### src/rtl/rtte_pkg.sv
// Package for the RTT estimator: command codes, stream widths and limits.
// No dependencies; imported by rtt_estimator_ewma.
`default_nettype none

package rtte_pkg;

	localparam int RTT_WIDTH_DEF = 16;

	localparam int CMD_W        = 2;
	localparam int DELAY_W      = 17;
	localparam int ACK_W        = 16;
	localparam int FIELD_W      = 16;
	localparam int S_DATA_W     = 40;
	localparam int M_DATA_W     = 80;

	localparam logic [FIELD_W-1:0] MAX_SEND_DELAY = 16'd60000;

	typedef enum logic [CMD_W-1:0] {
		CMD_SAMPLE  = 2'd0,
		CMD_EXPIRE  = 2'd1,
		CMD_MIGRATE = 2'd2
	} cmd_t;

endpackage

`default_nettype wire

### src/rtl/rtt_estimator_ewma.sv
// RTT estimator top level: input request register, one-pass update, result stage.
// Depends on rtte_pkg.
//
// Usage:
//   Slave stream s_*: one request per handshake. tuser carries the command
//   (sample, expire, migrate); tdata carries the send delta and the peer ack delay.
//   Master stream m_*: one result per request, the estimator state after it,
//   plus a rejected flag in tuser for a sample with a delta outside 1..60000.
//   The input register loads at the request handshake, and the state update loads
//   the result stage once that stage is empty or its result is being taken.
//   Throughput: one request per cycle while m_tready is high; the state update is
//   the loop that sets this figure.
//   Reset clears all estimator state to zero and empties both stages.
//   When the receiver stalls, the result holds, the input register holds one
//   more request, and s_tready drops only once both are full.
`default_nettype none

module rtt_estimator_ewma import rtte_pkg::*; #(
	parameter int RTT_WIDTH = RTT_WIDTH_DEF
) (
	input  wire logic                clk,
	input  wire logic                arst_n,
	input  wire logic                s_tvalid,
	output logic                     s_tready,
	// [16:0] send_delay_ms, [32:17] peer_ack_delay_ms, [39:33] zero
	input  wire logic [S_DATA_W-1:0] s_tdata,
	// [1:0] command
	input  wire logic [CMD_W-1:0]    s_tuser,
	output logic                     m_tvalid,
	input  wire logic                m_tready,
	// [15:0] latest_rtt_ms, [31:16] minimum_rtt_ms, [47:32] smoothed_rtt_ms,
	// [63:48] prior_smoothed_ms, [79:64] rtt_deviation_ms
	output logic [M_DATA_W-1:0]      m_tdata,
	// [0] sample_rejected
	output logic                     m_tuser
);

	logic               valid_s1;
	logic [CMD_W-1:0]   cmd_s1;
	logic [DELAY_W-1:0] delay_s1;
	logic [ACK_W-1:0]   ack_s1;

	logic                 out_valid_q;
	logic                 rejected_q;
	logic [RTT_WIDTH-1:0] latest_q, minimum_q, smoothed_q, prior_q, deviation_q;

	logic                 advance;
	logic                 delta_bad;
	logic [RTT_WIDTH-1:0] x, ack, r, gap_sr, gap_sl;
	logic [RTT_WIDTH+2:0] sm_sum;
	logic [RTT_WIDTH+1:0] dev_sum;
	logic                 nxt_rejected;
	logic [RTT_WIDTH-1:0] nxt_latest, nxt_minimum, nxt_smoothed, nxt_prior, nxt_deviation;

	assign advance  = valid_s1 && (!out_valid_q || m_tready);
	assign s_tready = !valid_s1 || advance;

	always_ff @(posedge clk or negedge arst_n) begin
		if (!arst_n) begin
			valid_s1 <= 1'b0;
		end else if (s_tready) begin
			valid_s1 <= s_tvalid;
		end
	end

	always_ff @(posedge clk) begin
		if (s_tready && s_tvalid) begin
			cmd_s1   <= s_tuser;
			delay_s1 <= s_tdata[DELAY_W-1:0];
			ack_s1   <= s_tdata[DELAY_W+ACK_W-1:DELAY_W];
		end
	end

	always_comb begin
		delta_bad = delay_s1[DELAY_W-1] || (delay_s1[FIELD_W-1:0] == '0)
			|| (delay_s1[FIELD_W-1:0] > MAX_SEND_DELAY);
		x   = RTT_WIDTH'(delay_s1[FIELD_W-1:0]);
		ack = RTT_WIDTH'(ack_s1);
		r   = (x > ack) ? (x - ack) : x;
		gap_sr = (smoothed_q > r) ? (smoothed_q - r) : (r - smoothed_q);
		gap_sl = (smoothed_q > latest_q) ? (smoothed_q - latest_q) : (latest_q - smoothed_q);
		sm_sum  = {smoothed_q, 3'b000} - {3'b000, smoothed_q} + {3'b000, r};
		dev_sum = {1'b0, deviation_q, 1'b0} + {2'b00, deviation_q} + {2'b00, gap_sr};

		nxt_rejected  = 1'b0;
		nxt_latest    = latest_q;
		nxt_minimum   = minimum_q;
		nxt_smoothed  = smoothed_q;
		nxt_prior     = prior_q;
		nxt_deviation = deviation_q;

		unique case (cmd_t'(cmd_s1))
			CMD_SAMPLE: begin
				if (delta_bad) begin
					nxt_rejected = 1'b1;
				end else begin
					if (minimum_q == '0 || minimum_q > x) begin
						nxt_minimum = x;
					end
					nxt_prior  = smoothed_q;
					nxt_latest = r;
					if (smoothed_q == '0) begin
						nxt_smoothed  = r;
						nxt_deviation = r >> 1;
					end else begin
						nxt_smoothed  = sm_sum[RTT_WIDTH+2:3];
						nxt_deviation = dev_sum[RTT_WIDTH+1:2];
					end
				end
			end
			CMD_EXPIRE: begin
				if (gap_sl > deviation_q) begin
					nxt_deviation = gap_sl;
				end
				if (latest_q > smoothed_q) begin
					nxt_smoothed = latest_q;
				end
			end
			CMD_MIGRATE: begin
				nxt_latest    = '0;
				nxt_minimum   = '0;
				nxt_smoothed  = '0;
				nxt_deviation = '0;
			end
			default: begin
			end
		endcase
	end

	always_ff @(posedge clk or negedge arst_n) begin
		if (!arst_n) begin
			out_valid_q <= 1'b0;
			rejected_q  <= 1'b0;
			latest_q    <= '0;
			minimum_q   <= '0;
			smoothed_q  <= '0;
			prior_q     <= '0;
			deviation_q <= '0;
		end else begin
			if (advance) begin
				out_valid_q <= 1'b1;
				rejected_q  <= nxt_rejected;
				latest_q    <= nxt_latest;
				minimum_q   <= nxt_minimum;
				smoothed_q  <= nxt_smoothed;
				prior_q     <= nxt_prior;
				deviation_q <= nxt_deviation;
			end else if (m_tready) begin
				out_valid_q <= 1'b0;
			end
		end
	end

	assign m_tvalid = out_valid_q;
	assign m_tuser  = rejected_q;
	assign m_tdata  = {deviation_q[FIELD_W-1:0], prior_q[FIELD_W-1:0],
		smoothed_q[FIELD_W-1:0], minimum_q[FIELD_W-1:0], latest_q[FIELD_W-1:0]};

endmodule

`default_nettype wire
### config.mk
export PLATFORM = sky130hd
export DESIGN_NAME = rtt_estimator_ewma
export DESIGN_NICKNAME = d
export VERILOG_FILES = /design/src/rtl/rtte_pkg.sv /design/src/rtl/rtt_estimator_ewma.sv
export SDC_FILE = /design/constraint.sdc
export NUM_CORES = 1
export LEC_CHECK = 0
export BUFFER_PORTS_ARGS = -buffer_cell sky130_fd_sc_hd__buf_2
export CORE_MARGIN = 2
export CORE_UTILIZATION = 30
export DETAILED_ROUTE_END_ITERATION = 7
export PLACE_DENSITY = 0.44
export SLEW_MARGIN = 0
export SYNTH_ARGS = -nofsm -noshare
export SYNTH_HDL_FRONTEND = slang
export SYNTH_SLANG_ARGS = --single-unit
### constraint.sdc
create_clock -name clk -period 14.7 [get_ports clk]
set_input_delay 2.94 -clock clk [delete_from_list [all_inputs] [get_ports clk]]
set_output_delay 2.94 -clock clk [all_outputs]
set_load 0.1 [all_outputs]
After elaboration in Yosys (flattened, before gate mapping)
Cells that the tools add are included.

Logic and storage cells: 75. Bits of input ports: 46. Bits in registers: 118.

Order comparisons: 7. Muxes and demuxes: 20. Eq/ne operators: 6. Reductions and logical operators: 21. Add/subtract/negate cells: 9. Bitwise gates (word level): 1.

Operators by type and width (number): 2-to-1 mux 16 bit (12); > comparator 16 bit (6); one-hot mux 16 bit (3 select lines) (2); subtractor 16 bit (5); one-hot mux 16 bit (2 select lines) (2); zero test 16 bit (3); adder 19 x 16 -> 19 bit (1); subtractor 19 x 16 -> 19 bit (1); adder 17 x 16 -> 18 bit (1); adder 18 x 16 -> 18 bit (1); > comparator 16 bit, second input constant (1); AND reduction 4 bit (3); inequality test 2 bit, second input constant (4); AND reduction 3 bit (2); logical OR 1 bit (5); 2-to-1 mux 1 bit (4); nonzero test 2 bit (2); nonzero test 3 bit (1); == test 2 x 1 -> 1 bit, second input constant (1); == test 2 bit, second input constant (1); logical AND 1 bit (2); zero test 1 bit (2); zero test 2 bit (1); inverter 1 bit (1).

Depth between registers and ports, before layout
Depth after elaboration: 8. Depth in mapped cells: 36. Mapped depth without buffers: 34.

Least setup slack after synthesis
OpenSTA, ideal clock, no wires.

Path type: reg-to-reg. From: reg delay_s1[0]. To: reg deviation_q[14]. Setup slack: 7.735 ns. Stages on the path, launching flop included: 36. Setup time: 0.142 ns. Arrival: 6.823 ns. Buffers on the path: 2. Cells stage by stage: edfxtp_1 inv_1 ha_1 inv_1 fa_1 nand3_1 a21oi_2 or2_2 a21o_1 a21oi_1 xnor2_1 a21oi_1 inv_1 ha_1 buf_2 and3_1 and2_1 and3_1 and2_1 nand4_2 nand2_4 buf_6 mux2i_1 xnor2_1 fa_1 ha_1 nor4bb_1 o21ai_0 a21oi_1 o41ai_1 o21bai_1 a21oi_1 nor2b_1 mux2i_1 a2111oi_0 a32oi_1.

Word-level cells in the longest chain between the ends: 8. Elaborated cells on any way between the ends: 17. Classes of those cells: 4 x add/sub; 3 x order compare; 1 x eq/ne; 5 x mux; 4 x reduce/logical.

Ends and longest elaborated chain: from (decl) (line rtt_estimator_ewma.sv:40) `logic [DELAY_W-1:0] delay_s1;`; from (signal assigned) (line rtt_estimator_ewma.sv:69) `delay_s1 <= s_tdata[DELAY_W-1:0];`; subtractor 16 bit or > comparator 16 bit (tied branches) (line rtt_estimator_ewma.sv:79) `r = (x > ack) ? (x - ack) : x;`; 2-to-1 mux 16 bit (line rtt_estimator_ewma.sv:79); subtractor 16 bit or > comparator 16 bit (tied branches) (line rtt_estimator_ewma.sv:80) `gap_sr = (smoothed_q > r) ? (smoothed_q - r) : (r - smoothed_q);`; 2-to-1 mux 16 bit (line rtt_estimator_ewma.sv:80); adder 18 x 16 -> 18 bit (line rtt_estimator_ewma.sv:83) `dev_sum = {1'b0, deviation_q, 1'b0} + {2'b00, deviation_q} + {2'b00, gap_sr};`; 2-to-1 mux 16 bit (line rtt_estimator_ewma.sv:102) `if (smoothed_q == '0) begin`; 2-to-1 mux 16 bit (line rtt_estimator_ewma.sv:94) `if (delta_bad) begin`; one-hot mux 16 bit (3 select lines) (line rtt_estimator_ewma.sv:92) `unique case (cmd_t'(cmd_s1))`; to (signal assigned) (line rtt_estimator_ewma.sv:147) `deviation_q <= nxt_deviation;`; to (decl) (line rtt_estimator_ewma.sv:45) `logic [RTT_WIDTH-1:0] latest_q, minimum_q, smoothed_q, prior_q, deviation_q;`.

Parallel ways exist; a longest one is shown, timed or not. The select of a mux whose other input is x is not followed. A chain may end at the register's enable or synchronous reset.

Worst setup path after layout
Ends and elaborated chain as after synthesis.

==> impl_metrics.tcl <==
set metrics [dict create \
    grt_pass1_vias 10250 \
    crit-reg2reg-launch "delay_s1[0]" \
    clock_sinks 118 \
    gpl.final_weighted_congestion 0.9075 \
    syn-num-nets 1560 \
    synth-edff-count 35 \
    ys_seq_elements 118 \
    r2r_end "deviation_q[14]" \
    synth_top_family_by_area "compound AO/OA/AOI/OAI gates" \
    worst_clock_skew_ns 0.009534 \
    required_ns 15.01 \
    cp-start-kind "flop" \
    arrival_ns 8.74 \
    dieArea_um2 40820 \
    hold_end "prior_q[11]" \
    rows 72 \
    drtIter0Drc 615 \
    cp_top_family "compound AO/OA/AOI/OAI gates" \
    grt-ovfl-total 0 \
    synth_top_cell_area_share_pct 17.65 \
    yosysMostFrequentCell "ha_1" \
    n_antenna_cell 0 \
    fin_area_um2 13520 \
    hold_viol 0 \
    synthArstFlopShare_pct 70.34 \
    synth_ff_type "dfrtp_1" \
    grt_setup_unrepaired "no" \
    grtUsageTotal_pct 19.84 \
    synthToLayoutAreaGrowth_pct 14.90 \
    ys_warn_count 0 \
    worst_setup_path_end_kind "flop" \
    r2r_slack_ns 6.28 \
    synth_cell_types 85 \
    drv_cap 0 \
    finalSetupViolCount 0 \
    routed_wl_um 40160 \
    tns_ns 0 \
    initial_core_util_pct 30.45 \
    min_period_ns 8.423 \
    min-delay-start "prior_q[11]" \
    synth_area_leaders "dfrtp_1, ha_1, edfxtp_1" \
    firstDrtPassIters 5 \
    syn_area_um2 11770 \
    placed_cell_area_um2 12940 \
    core_area_um2 38650 \
    cts_inserted_buffers 17 \
    cts.clk_slew.worst_paths_ns 0.06 \
    ios 129 \
    synthAdderAreaFrac_pct 21.59 \
    synth_compound_area_share_pct 22.83 \
    cts_max_path_buffers 2 \
    cts_setup_buffers 0 \
    io_buffer_count 121 \
    outcome "completed" \
    htreeDepth 4 \
    hold_path_depth 2 \
    max_slew_margin_pct 21.47 \
    fmaxAchievable_mhz 118.7 \
    die_x_um 202.0 \
    yosys.area_share.simple_pct 14.14 \
    cts_tree "yes" \
    clock_insertion_delay_worst_skew_ns 0.45 \
    wire_per_inst_um 20.40 \
    worst_slack_ns 6.277 \
    seq_area_frac_synth_pct 26.58 \
    critPathMaxStageDelay_ns 0.62 \
    pre_cts_ws_ns 6.357 \
    root_buffer "clkbuf_16" \
    hp-class "flop to flop" \
    fp.dieH_um 202.0 \
    ctsResizeCount 0 \
    synth-xor-area-share_pct 4.466 \
    avgSynthCellArea_um2 8.834 \
    layout.nets 1666 \
    cp_num_buf_inv 4 \
    path_class "flop to flop" \
    viasPerCell 5.188 \
    grt_first_pass_wirelength_um 61090 \
    r2r_cells 34 \
    synth_common_cells "ha_1, inv_1, a21oi_1" \
    layout-drive-gt1-share_pct 14.68 \
    synthCells 1332 \
    cts-hold-fix-buffers 0 \
    slew_viol_final 0 \
    slowest_stage "a21oi_1" \
    drc_errors 0 \
    vias 10220 \
    dp_hpwl_um 31950 \
    critPathMaxFanout 14 \
    grt_antenna_before_repair 0 \
    synth_mux_area_share_pct 4.062 \
    grt_max_degree 50 \
    timing.critical_path.mode_cell "a21oi_1" \
    yosys.area.top_type "dfrtp_1" \
    tightestPinTransition_ns 1.178 \
    postRouteAntennaNets 0 \
    finalCritPeriodShare_pct 57.30 \
]
==> cell families (layout without fill, tap and decap cells) <==
family | Yosys count | in the layout
flops | 118 | 118
compound gates | 398 | 398
mux | 45 | 45
fa+ha+maj | 182 | 182
buf+inv | 191 | 310
simple gates | 338 | 338
xor+xnor | 60 | 60
==> how the worst max path moves through the flow <==
stage | from | endpoint | cells past startpoint
2_1_floorplan | delay_s1[0] | deviation_q[14] | 35
3_3_place_gp | delay_s1[0] | deviation_q[13] | 33
3_5_place_dp | delay_s1[0] | deviation_q[14] | 34
4_1_cts | delay_s1[0] | deviation_q[14] | 34
5_1_grt | delay_s1[0] | deviation_q[14] | 34
6_report | delay_s1[0] | deviation_q[14] | 34
==> registers in the layout, summed over array words and instances, names as in the netlist, 2 cells and up <==
| register | cells |
|---|---|
| smoothed_q | 16 |
| deviation_q | 16 |
| prior_q | 16 |
| delay_s1 | 17 |
| latest_q | 16 |
| ack | 16 |
| minimum_q | 16 |
| cmd_s1 | 2 |
==> metrics by stage <==
step	std cells	hold WS [ns]	utilization (%)
floorplan	1332	0.4795	-
global placement	1937	0.4643	33.49
detailed placement	1937	0.4676	33.49
CTS	1969	0.4815	34.98
global route	1969	0.5184	34.98
finish	1969	0.4746	34.98
==> metal layers <==
layer | track usage [%] | part of all wire, %
met1 | 26.40 | 47
met2 | 33.98 | 48
met3 | 2.564 | 3.3
met4 | 5.016 | 1.4
met5 | 0 | 0
==> worst reg2reg max path: cells and delay by family (launching register included) <==
kind                     cells  cell delay [ns]
AO/OA/AOI/OAI               11             2.57
buffers and inverters        4             0.59
multiplexers                 2             0.39
AND/OR/NAND/NOR             10             2.02
XOR/XNOR                     2             0.31
adder cells (fa/ha/maj)      5             1.90
flip-flops                   1             0.50
==> cell usage in the layout (no fill, tap or decap), types with 18 or more instances in the layout <==
cell / synthesis / layout
nand2b_1: 18 / 18
dfrtp_1: 83 / 83
o21a_1: 30 / 30
fa_1: 35 / 35
nor2_1: 90 / 89
ha_1: 147 / 147
edfxtp_1: 35 / 35
a21o_1: 47 / 47
buf_2: 16 / 120
o21ai_0: 79 / 79
nor3_1: 24 / 24
nor2b_1: 21 / 20
xor2_1: 21 / 21
xnor2_1: 39 / 39
a21oi_1: 102 / 102
nand2_1: 90 / 90
mux2i_1: 23 / 23
clkbuf_16: 0 / 18
inv_1: 143 / 143
==> cell type report <==
cell class,instances,area [um2]
clock buffer,19,454.2
clock inverter,13,121.4
fill,4062,25130
inverter,143,536.8
multi-input combinational,1023,7918
sequential,118,3128
tap,518,648.1
timing repair buffer,135,713.2
Power is not shown: default switching activity piles up to over one toggle a cycle in this logic, so the estimate is an artifact.
